`config.mk`:
```
export PLATFORM = sky130hd
export DESIGN_NAME = dual_channel_fir_lowpass_core
export DESIGN_NICKNAME = d
export VERILOG_FILES = /design/src/rtl/dcf_pkg.sv /design/src/rtl/dcf_cell.sv /design/src/rtl/dcf_mac.sv /design/src/rtl/dual_channel_fir_lowpass_core.sv
export SDC_FILE = /design/constraint.sdc
export NUM_CORES = 2
export LEC_CHECK = 0
export BUFFER_PORTS_ARGS = -buffer_cell sky130_fd_sc_hd__buf_2
export CORE_ASPECT_RATIO = 1.25
export CORE_UTILIZATION = 50
export CTS_BUF_LIST = sky130_fd_sc_hd__clkbuf_16
export DETAILED_ROUTE_END_ITERATION = 10
export GPL_ROUTABILITY_DRIVEN = 1
export HOLD_SLACK_MARGIN = 0.02
export PLACE_DENSITY = 0.65
export SLEW_MARGIN = 20
export SYNTH_ARGS = -nofsm -noshare
export SYNTH_HDL_FRONTEND = slang
export SYNTH_SLANG_ARGS = --single-unit
```
`constraint.sdc`:
```
create_clock -name clock -period 17.64 [get_ports clock]
set_input_delay 0.882 -clock clock [delete_from_list [all_inputs] [get_ports clock]]
set_output_delay 0.882 -clock clock [all_outputs]
set_load 0.03 [all_outputs]
```
`src/rtl/dcf_pkg.sv`:
```
`timescale 1ns / 1ps
// ----------------------------------------------------------------------------
// dcf_pkg
// shared constants, coefficient table and control type of the dual-channel
// low-pass fir
// ----------------------------------------------------------------------------
package dcf_pkg;

   localparam int TAP_COUNT_DEF      = 51;
   localparam int SAMPLE_WIDTH_DEF   = 16;
   localparam int COEF_FRAC_BITS_DEF = 16;

   // coefficient table, unsigned q0.16, symmetric
   localparam int TABLE_TAPS = 51;
   localparam int TABLE_FRAC = 16;
   localparam int COEF_MAX_W = 24;

   localparam logic [11:0] COEF_Q16 [TABLE_TAPS] = '{
      12'd0,    12'd11,   12'd25,   12'd46,   12'd78,   12'd122,  12'd182,
      12'd261,  12'd360,  12'd481,  12'd623,  12'd787,  12'd970,  12'd1169,
      12'd1382, 12'd1603, 12'd1828, 12'd2051, 12'd2266, 12'd2468, 12'd2649,
      12'd2807, 12'd2934, 12'd3028, 12'd3086, 12'd3105, 12'd3086, 12'd3028,
      12'd2934, 12'd2807, 12'd2649, 12'd2468, 12'd2266, 12'd2051, 12'd1828,
      12'd1603, 12'd1382, 12'd1169, 12'd970,  12'd787,  12'd623,  12'd481,
      12'd360,  12'd261,  12'd182,  12'd122,  12'd78,   12'd46,   12'd25,
      12'd11,   12'd0
   };

   // mac controls from the sequencer
   typedef struct packed {
      logic clear;    // zero the accumulator
      logic mul_en;   // multiply the tail cell by the current coefficient
   } mac_ctrl_type;

   // coefficient j rescaled to frac fraction bits, zero beyond the table
   function automatic logic [COEF_MAX_W-1:0] coef_at(input int j, input int frac);
      logic [31:0] c;
      c = '0;
      if (j >= 0 && j < TABLE_TAPS) begin
         c = 32'(COEF_Q16[j]);
      end
      if (frac > TABLE_FRAC) begin
         c = c << (frac - TABLE_FRAC);
      end else if (frac < TABLE_FRAC) begin
         c = (c + (32'd1 << (TABLE_FRAC - frac - 1))) >> (TABLE_FRAC - frac);
      end
      return c[COEF_MAX_W-1:0];
   endfunction

endpackage

```
`src/rtl/dcf_cell.sv`:
```
`timescale 1ns / 1ps
// ----------------------------------------------------------------------------
// dcf_cell
// one tap of the sample ring: holds a red/ir sample pair, passes it on
// ----------------------------------------------------------------------------
module dcf_cell #(
   parameter int WIDTH = 2 * dcf_pkg::SAMPLE_WIDTH_DEF
) (
   input  logic             clock,
   input  logic             reset,
   input  logic             enable,
   input  logic [WIDTH-1:0] data_in,
   output logic [WIDTH-1:0] data_out
);
   import dcf_pkg::*;

   logic [WIDTH-1:0] tap_ff;
   logic [WIDTH-1:0] tap_in;

   assign tap_in   = enable ? data_in : tap_ff;
   assign data_out = tap_ff;

   // history starts at zero
   always_ff @(posedge clock) begin
      if (reset) begin
         tap_ff <= '0;
      end else begin
         tap_ff <= tap_in;
      end
   end

endmodule

```
`src/rtl/dcf_mac.sv`:
```
`timescale 1ns / 1ps
// ----------------------------------------------------------------------------
// dcf_mac
// one channel: registered multiply, accumulate, round and saturate
// ----------------------------------------------------------------------------
module dcf_mac #(
   parameter int TAP_COUNT      = dcf_pkg::TAP_COUNT_DEF,
   parameter int SAMPLE_WIDTH   = dcf_pkg::SAMPLE_WIDTH_DEF,
   parameter int COEF_FRAC_BITS = dcf_pkg::COEF_FRAC_BITS_DEF
) (
   input  logic                               clock,
   input  logic                               reset,
   input  dcf_pkg::mac_ctrl_type              ctrl,
   input  logic [$clog2(TAP_COUNT)-1:0]       coef_idx,
   input  logic signed [SAMPLE_WIDTH-1:0]     sample,
   output logic signed [SAMPLE_WIDTH-1:0]     result
);
   import dcf_pkg::*;

   localparam int SW = SAMPLE_WIDTH;
   localparam int CW = COEF_FRAC_BITS;
   localparam int PW = SW + CW + 1;
   localparam int AW = PW + $clog2(TAP_COUNT) + 1;
   localparam logic signed [AW:0] HALF = {{(AW + 1 - CW){1'b0}}, 1'b1, {(CW - 1){1'b0}}};

   logic [COEF_MAX_W-1:0] coef_full;
   logic [CW-1:0]         coef;
   logic signed [PW-1:0]  prod_in;
   logic signed [PW-1:0]  prod_ff;
   logic                  prod_valid_ff;
   logic signed [AW-1:0]  acc_ff;
   logic signed [AW-1:0]  acc_in;
   logic signed [AW:0]    round_sum;
   logic signed [AW:0]    quot;
   logic [AW-SW+1:0]      upper;
   logic                  fits;

   assign coef_full = coef_at(int'(coef_idx), COEF_FRAC_BITS);
   assign coef      = coef_full[CW-1:0];
   assign prod_in   = sample * $signed({1'b0, coef});

   always_comb begin
      acc_in = acc_ff;
      if (ctrl.clear) begin
         acc_in = '0;
      end else if (prod_valid_ff) begin
         acc_in = acc_ff + AW'(prod_ff);
      end
   end

   always_ff @(posedge clock) begin
      if (reset) begin
         prod_valid_ff <= 1'b0;
      end else begin
         prod_valid_ff <= ctrl.mul_en;
      end
   end

   always_ff @(posedge clock) begin
      prod_ff <= prod_in;
      acc_ff  <= acc_in;
   end

   // round half up, then clamp to the sample range
   assign round_sum = (AW + 1)'(acc_ff) + HALF;
   assign quot      = round_sum >>> CW;
   assign upper     = quot[AW:SW-1];
   assign fits      = (&upper) || !(|upper);
   assign result    = fits ? quot[SW-1:0]
                    : (quot[AW] ? {1'b1, {(SW - 1){1'b0}}} : {1'b0, {(SW - 1){1'b1}}});

endmodule

```
`src/rtl/dual_channel_fir_lowpass_core.sv`:
```
`timescale 1ns / 1ps
// ----------------------------------------------------------------------------
// dual_channel_fir_lowpass_core
// symmetric low-pass fir on the red and ir ac samples, dc passed through
// ----------------------------------------------------------------------------
// Each request beat carries one oximeter sample (red/ir ac, red/ir dc) and
// yields exactly one response beat. Both ac channels are filtered by the same
// fixed TAP_COUNT-tap low-pass fir with unsigned q0.COEF_FRAC_BITS
// coefficients; sums are rounded half up and saturated to the signed sample
// range, dc values come out untouched. The sample history sits in a ring of
// TAP_COUNT cells, each holding one red/ir pair and zero after reset. On
// accept the new pair is shifted in at the head; the ring then rotates once
// around, feeding its tail to one multiplier per channel, one tap per cycle.
// A beat passes from accept through TAP_COUNT multiply steps, an accumulate
// drain and a round/saturate step; no new request is taken meanwhile. The
// response sits in an output register, so the next request is taken while
// a result still waits; only the final round step holds off until the
// response register is free.
// ----------------------------------------------------------------------------
module dual_channel_fir_lowpass_core #(
   parameter int TAP_COUNT      = dcf_pkg::TAP_COUNT_DEF,
   parameter int SAMPLE_WIDTH   = dcf_pkg::SAMPLE_WIDTH_DEF,
   parameter int COEF_FRAC_BITS = dcf_pkg::COEF_FRAC_BITS_DEF
) (
   input  logic                           clock,
   input  logic                           reset,
   // request channel
   input  logic                           req_valid,
   output logic                           req_ready,
   input  logic signed [SAMPLE_WIDTH-1:0] req_ac_red_in,
   input  logic signed [SAMPLE_WIDTH-1:0] req_ac_ir_in,
   input  logic signed [SAMPLE_WIDTH-1:0] req_dc_red_in,
   input  logic signed [SAMPLE_WIDTH-1:0] req_dc_ir_in,
   // response channel
   output logic                           rsp_valid,
   input  logic                           rsp_ready,
   output logic signed [SAMPLE_WIDTH-1:0] rsp_ac_red_out,
   output logic signed [SAMPLE_WIDTH-1:0] rsp_ac_ir_out,
   output logic signed [SAMPLE_WIDTH-1:0] rsp_dc_red_out,
   output logic signed [SAMPLE_WIDTH-1:0] rsp_dc_ir_out
);
   import dcf_pkg::*;

   localparam int SW = SAMPLE_WIDTH;
   localparam int IW = $clog2(TAP_COUNT);
   localparam int CELL_W = 2 * SW;

   typedef enum logic [1:0] {
      S_IDLE,     // waiting for a request beat
      S_RUN,      // one tap per cycle, ring rotating
      S_DRAIN,    // last product into the accumulator
      S_FINISH    // round, saturate, load the response register
   } state_type;

   state_type              state_ff, state_in;
   logic [IW-1:0]          idx_ff, idx_in;
   logic                   rsp_valid_ff, rsp_valid_in;
   logic signed [SW-1:0]   ac_red_ff, ac_red_in;
   logic signed [SW-1:0]   ac_ir_ff, ac_ir_in;
   logic signed [SW-1:0]   dc_red_ff, dc_red_in;
   logic signed [SW-1:0]   dc_ir_ff, dc_ir_in;
   logic signed [SW-1:0]   dc_red_hold_ff, dc_red_hold_in;
   logic signed [SW-1:0]   dc_ir_hold_ff, dc_ir_hold_in;

   logic                   req_fire;
   logic                   rsp_free;
   logic                   ring_en;
   logic [CELL_W-1:0]      ring_head;
   logic [CELL_W-1:0]      ring [TAP_COUNT];
   logic [CELL_W-1:0]      ring_tail;
   mac_ctrl_type           mac_ctrl;
   logic signed [SW-1:0]   red_result;
   logic signed [SW-1:0]   ir_result;

   assign req_ready = (state_ff == S_IDLE);
   assign req_fire  = req_valid && req_ready;
   assign rsp_free  = !rsp_valid_ff || rsp_ready;

   // ring of sample cells: shift in on accept, rotate during the run
   assign ring_en   = req_fire || (state_ff == S_RUN);
   assign ring_tail = ring[TAP_COUNT-1];
   assign ring_head = req_fire ? {req_ac_red_in, req_ac_ir_in} : ring_tail;

   for (genvar k = 0; k < TAP_COUNT; k++) begin : g_cell
      dcf_cell #(
         .WIDTH   (CELL_W)
      ) u_cell (
         .clock    (clock),
         .reset    (reset),
         .enable   (ring_en),
         .data_in  ((k == 0) ? ring_head : ring[(k == 0) ? 0 : k - 1]),
         .data_out (ring[k])
      );
   end

   // tail holds x[n-idx] while idx counts down from TAP_COUNT-1
   assign mac_ctrl.clear  = req_fire;
   assign mac_ctrl.mul_en = (state_ff == S_RUN);

   dcf_mac #(
      .TAP_COUNT      (TAP_COUNT),
      .SAMPLE_WIDTH   (SAMPLE_WIDTH),
      .COEF_FRAC_BITS (COEF_FRAC_BITS)
   ) u_mac_red (
      .clock    (clock),
      .reset    (reset),
      .ctrl     (mac_ctrl),
      .coef_idx (idx_ff),
      .sample   (ring_tail[CELL_W-1:SW]),
      .result   (red_result)
   );

   dcf_mac #(
      .TAP_COUNT      (TAP_COUNT),
      .SAMPLE_WIDTH   (SAMPLE_WIDTH),
      .COEF_FRAC_BITS (COEF_FRAC_BITS)
   ) u_mac_ir (
      .clock    (clock),
      .reset    (reset),
      .ctrl     (mac_ctrl),
      .coef_idx (idx_ff),
      .sample   (ring_tail[SW-1:0]),
      .result   (ir_result)
   );

   // sequencer next state
   always_comb begin
      state_in       = state_ff;
      idx_in         = idx_ff;
      rsp_valid_in   = rsp_valid_ff;
      ac_red_in      = ac_red_ff;
      ac_ir_in       = ac_ir_ff;
      dc_red_in      = dc_red_ff;
      dc_ir_in       = dc_ir_ff;
      dc_red_hold_in = dc_red_hold_ff;
      dc_ir_hold_in  = dc_ir_hold_ff;

      if (rsp_valid_ff && rsp_ready) begin
         rsp_valid_in = 1'b0;
      end

      unique case (state_ff)
         S_IDLE: begin
            if (req_fire) begin
               state_in       = S_RUN;
               idx_in         = IW'(TAP_COUNT - 1);
               dc_red_hold_in = req_dc_red_in;
               dc_ir_hold_in  = req_dc_ir_in;
            end
         end
         S_RUN: begin
            if (idx_ff == '0) begin
               state_in = S_DRAIN;
            end else begin
               idx_in = idx_ff - 1'b1;
            end
         end
         S_DRAIN: begin
            state_in = S_FINISH;
         end
         S_FINISH: begin
            // wait until the previous response beat has left
            if (rsp_free) begin
               state_in     = S_IDLE;
               rsp_valid_in = 1'b1;
               ac_red_in    = red_result;
               ac_ir_in     = ir_result;
               dc_red_in    = dc_red_hold_ff;
               dc_ir_in     = dc_ir_hold_ff;
            end
         end
         default: begin
            state_in = S_IDLE;
         end
      endcase
   end

   always_ff @(posedge clock) begin
      if (reset) begin
         state_ff     <= S_IDLE;
         idx_ff       <= '0;
         rsp_valid_ff <= 1'b0;
      end else begin
         state_ff       <= state_in;
         idx_ff         <= idx_in;
         rsp_valid_ff   <= rsp_valid_in;
         ac_red_ff      <= ac_red_in;
         ac_ir_ff       <= ac_ir_in;
         dc_red_ff      <= dc_red_in;
         dc_ir_ff       <= dc_ir_in;
         dc_red_hold_ff <= dc_red_hold_in;
         dc_ir_hold_ff  <= dc_ir_hold_in;
      end
   end

   assign rsp_valid      = rsp_valid_ff;
   assign rsp_ac_red_out = ac_red_ff;
   assign rsp_ac_ir_out  = ac_ir_ff;
   assign rsp_dc_red_out = dc_red_ff;
   assign rsp_dc_ir_out  = dc_ir_ff;

`ifndef NO_ASSERTIONS
   // an accepted beat always starts a run at the top tap
   a_accept_starts_run: assert property (@(posedge clock) disable iff (reset)
      req_fire |=> (state_ff == S_RUN) && (idx_ff == IW'(TAP_COUNT - 1)))
      else $error("accepted beat did not start a run");

   // the run ends exactly after the last tap
   a_run_ends: assert property (@(posedge clock) disable iff (reset)
      (state_ff == S_RUN) && (idx_ff == '0) |=> (state_ff == S_DRAIN))
      else $error("run did not end after the last tap");

   // a new response only appears out of the finish step
   a_rsp_from_finish: assert property (@(posedge clock) disable iff (reset)
      $rose(rsp_valid_ff) |-> $past(state_ff == S_FINISH))
      else $error("response raised outside the finish step");

   // finish holds while the response register is still occupied
   a_finish_waits: assert property (@(posedge clock) disable iff (reset)
      (state_ff == S_FINISH) && rsp_valid_ff && !rsp_ready |=> (state_ff == S_FINISH))
      else $error("finish overwrote a pending response");
`endif

endmodule

```
==> reports/qor.csv <==
metric;value;unit
outcome;completed;
global-route wire length before repair;293000;um
CTS clock-pin slew for the worst setup and hold paths;60;ps
initial antenna violation count;17;
Slew Viols, Final;0;
Post-CTS Hold Buffers;0;
Residual DRC;0;
RSZ-0062 raised after global routing;false;
syn_area_per_cell;8.18;sq um
Pwr per Cell Area;119;mW/mm^2
Initial Util;0.505;
final setup fails;0;
clock skew;35.5;ps
final core utilization;0.550;
Ports;134;
layout cells sized above 1;0.0507;
via count;63400;
final hold violation count;0;
global route overflow;0;
Area Overhead vs Synth;8.96;%
relative slew slack;0.256;
drt wl/cell;14.3;um
fmax;121;MHz
class of the worst hold path;input port to flop;
EDFF count, synth;96;
# rows;167;
1st-iter DRT viols;4304;
Routed Antenna Nets;0;
CTS Sinks;1876;
Final period util;0.467;
Worst path most repeated cell;inv_1;
ys flop type;dfxtp_1;
Worst setup SP type;flop;
Finished Cell Area;0.0913;sq mm
Skew-Pair Late Insertion Delay;840;ps
Post-Syn Instances;10300;
WL final;175000;um
crit path kind;flop to flop;
RD Place Congestion;0.875;
area of the multi-input gates;0.0407;sq mm
Peak supply drop;0.000174;V
Pre-Repair DR Iteration Count;5;
register area;0.0385;sq mm
Seq/Total Area, Yosys;0.459;
Finished Layout Cells;12300;
Vias per Instance;5.16;
core area;0.166;sq mm
crit path capture type;flop;
CTS tree;built;
Tmin final;8240;ps
cell family with most CP delay;adder cells;
leakage power total;34.1;nW
hold_ws;238;ps
Die Y;460;um
CTS resizes;0;
Die X;368;um
Post-Synthesis Net Count;10900;
YS warnings;0;
largest net degree at the start of global routing;263;
number of fill cells;15500;
Setup Fix Bufs, Post-CTS;0;
Critical Path RT;18400;ps
I/O Buffers;133;
cts bufs inserted;180;
Critical Path Fanout Max;32;
TNS Setup;0;ps
flops & latches, synth;1876;
Post-Syn Area;0.0838;sq mm
Nets;10600;
unique cell type count in the Yosys netlist;94;
slew at the pin with the worst max-slew slack;1120;ps
most frequent cells in the layout;nand2_1, dfxtp_1, a21oi_1;
H-tree levels;4;
slowest cell delay on critical path;670;ps
DIE AREA;0.169;sq mm
commonest non-fill, non-tap cell in the layout;nand2_1;
Crit-path slowest cell;dfxtp_1;
Longest Clk Path Bufs;3;
gr usage total;0.204;
async set-reset flop share out of synthesis;0;
Placed Cells;12000;
Placed Area;0.0853;sq mm
# Max-Cap Violations;0;
DP Wirelength;110000;um
root buf cell;clkbuf_16;
Buf/Inv on CP;7;
R2R Setup Slk;9400;ps
CP arrival;9000;ps
vias in the first global route;59800;
## logic make-up after synthesis
kind of cell    synth area share
flops                      0.459
xor+xnor                  0.0160
buf+inv                   0.0566
compound gates             0.138
fa+ha+maj                  0.120
simple gates               0.198
mux                       0.0119
## worst paths after layout
path | start | end | cells after the start
min reg2reg | dc_red_hold_ff[2] | rsp_dc_red_out[2] | 0
min | req_dc_ir_in[4] | dc_ir_hold_ff[4] | 1
max | idx_ff[1] | u_mac_red.prod_ff[31] | 29
max reg2reg | idx_ff[1] | u_mac_red.prod_ff[31] | 29
## report_power, final
part	leakage (nW)	internal [W]	switching (W)	total (W)
clock network	3.01	0.00218	0.00167	0.00385
logic	15.8	0.000379	0.00215	0.00252
registers	15.2	0.00438	0.0000722	0.00446
total	34.1	0.00694	0.00389	0.0108
## metrics by stage
step | setup WS [ps] | power [W]
after floorplan | 10380 | 0.00643
after global placement | 9660 | 0.00707
after detailed placement | 9470 | 0.00708
after CTS | 9450 | 0.0110
after global routing | 8930 | 0.0114
final | 9400 | 0.0108
## layout make-up
cell class	count	share of cell area
clock inverter	148	0.0148
timing repair buffer	198	0.0144
multi-input combinational	7122	0.446
tap	2197	0.0301
clock buffer	184	0.0504
inverter	561	0.0231
antenna	3	0.0000822
sequential	1876	0.422
## Yosys cell counts, types with 4 or more instances
cell type / n / area (sq um)
o211ai_1: 10 / 75.1
nand2b_1: 18 / 113
nor2_1: 210 / 788
o21bai_1: 14 / 105
o31a_1: 5 / 43.8
nor3b_1: 5 / 37.5
nand2_1: 3478 / 13100
edfxtp_1: 96 / 2880
inv_1: 560 / 2100
nand3_1: 42 / 210
nor2b_1: 86 / 538
and2_1: 162 / 1010
clkbuf_1: 665 / 2500
ha_1: 232 / 2900
nor3_1: 40 / 200
fa_1: 358 / 7170
a21o_1: 72 / 541
a211oi_1: 64 / 480
dfxtp_1: 1780 / 35600
a221oi_1: 8 / 70.1
a32oi_1: 5 / 43.8
a21boi_1: 4 / 30.0
xor2_1: 46 / 403
o21ai_1: 17 / 85.1
o21a_1: 17 / 128
o31ai_1: 8 / 60.1
nor4_1: 4 / 25.0
a21boi_0: 4 / 30.0
o2111ai_1: 4 / 35.0
a31o_2: 6 / 52.6
nand3b_1: 4 / 30.0
nand4_1: 23 / 144
o22ai_1: 4 / 25.0
or3_1: 13 / 81.3
o21ai_0: 86 / 430
and3_1: 17 / 106
mux2i_1: 94 / 941
buf_1: 16 / 60.1
a31oi_1: 19 / 119
xnor2_1: 107 / 937
a21oi_1: 1766 / 8840
## sequential cells by signal (all words and copies together), names as in the netlist
register,cells
rsp_dc_red_out,16
state_ff,2
g_cell.u_cell.data_out,1632
u_mac_ir.acc_ff,40
u_mac_red.acc_ff,40
rsp_ac_ir_out,16
u_mac_ir.prod_valid_ff,1
u_mac_ir.prod_ff,29
rsp_valid,1
rsp_dc_ir_out,16
u_mac_red.prod_ff,29
rsp_ac_red_out,16
dc_red_hold_ff,16
dc_ir_hold_ff,16
idx_ff,6
## layer usage
layer	global-route usage	up-vias	routed length (um)
li1	-	32200	-
met1	0.276	30100	82900
met2	0.340	866	82700
met3	0.0318	246	6470
met4	0.0497	0	3450
met5	0	-	0
Power figures use the tool's default switching activity.
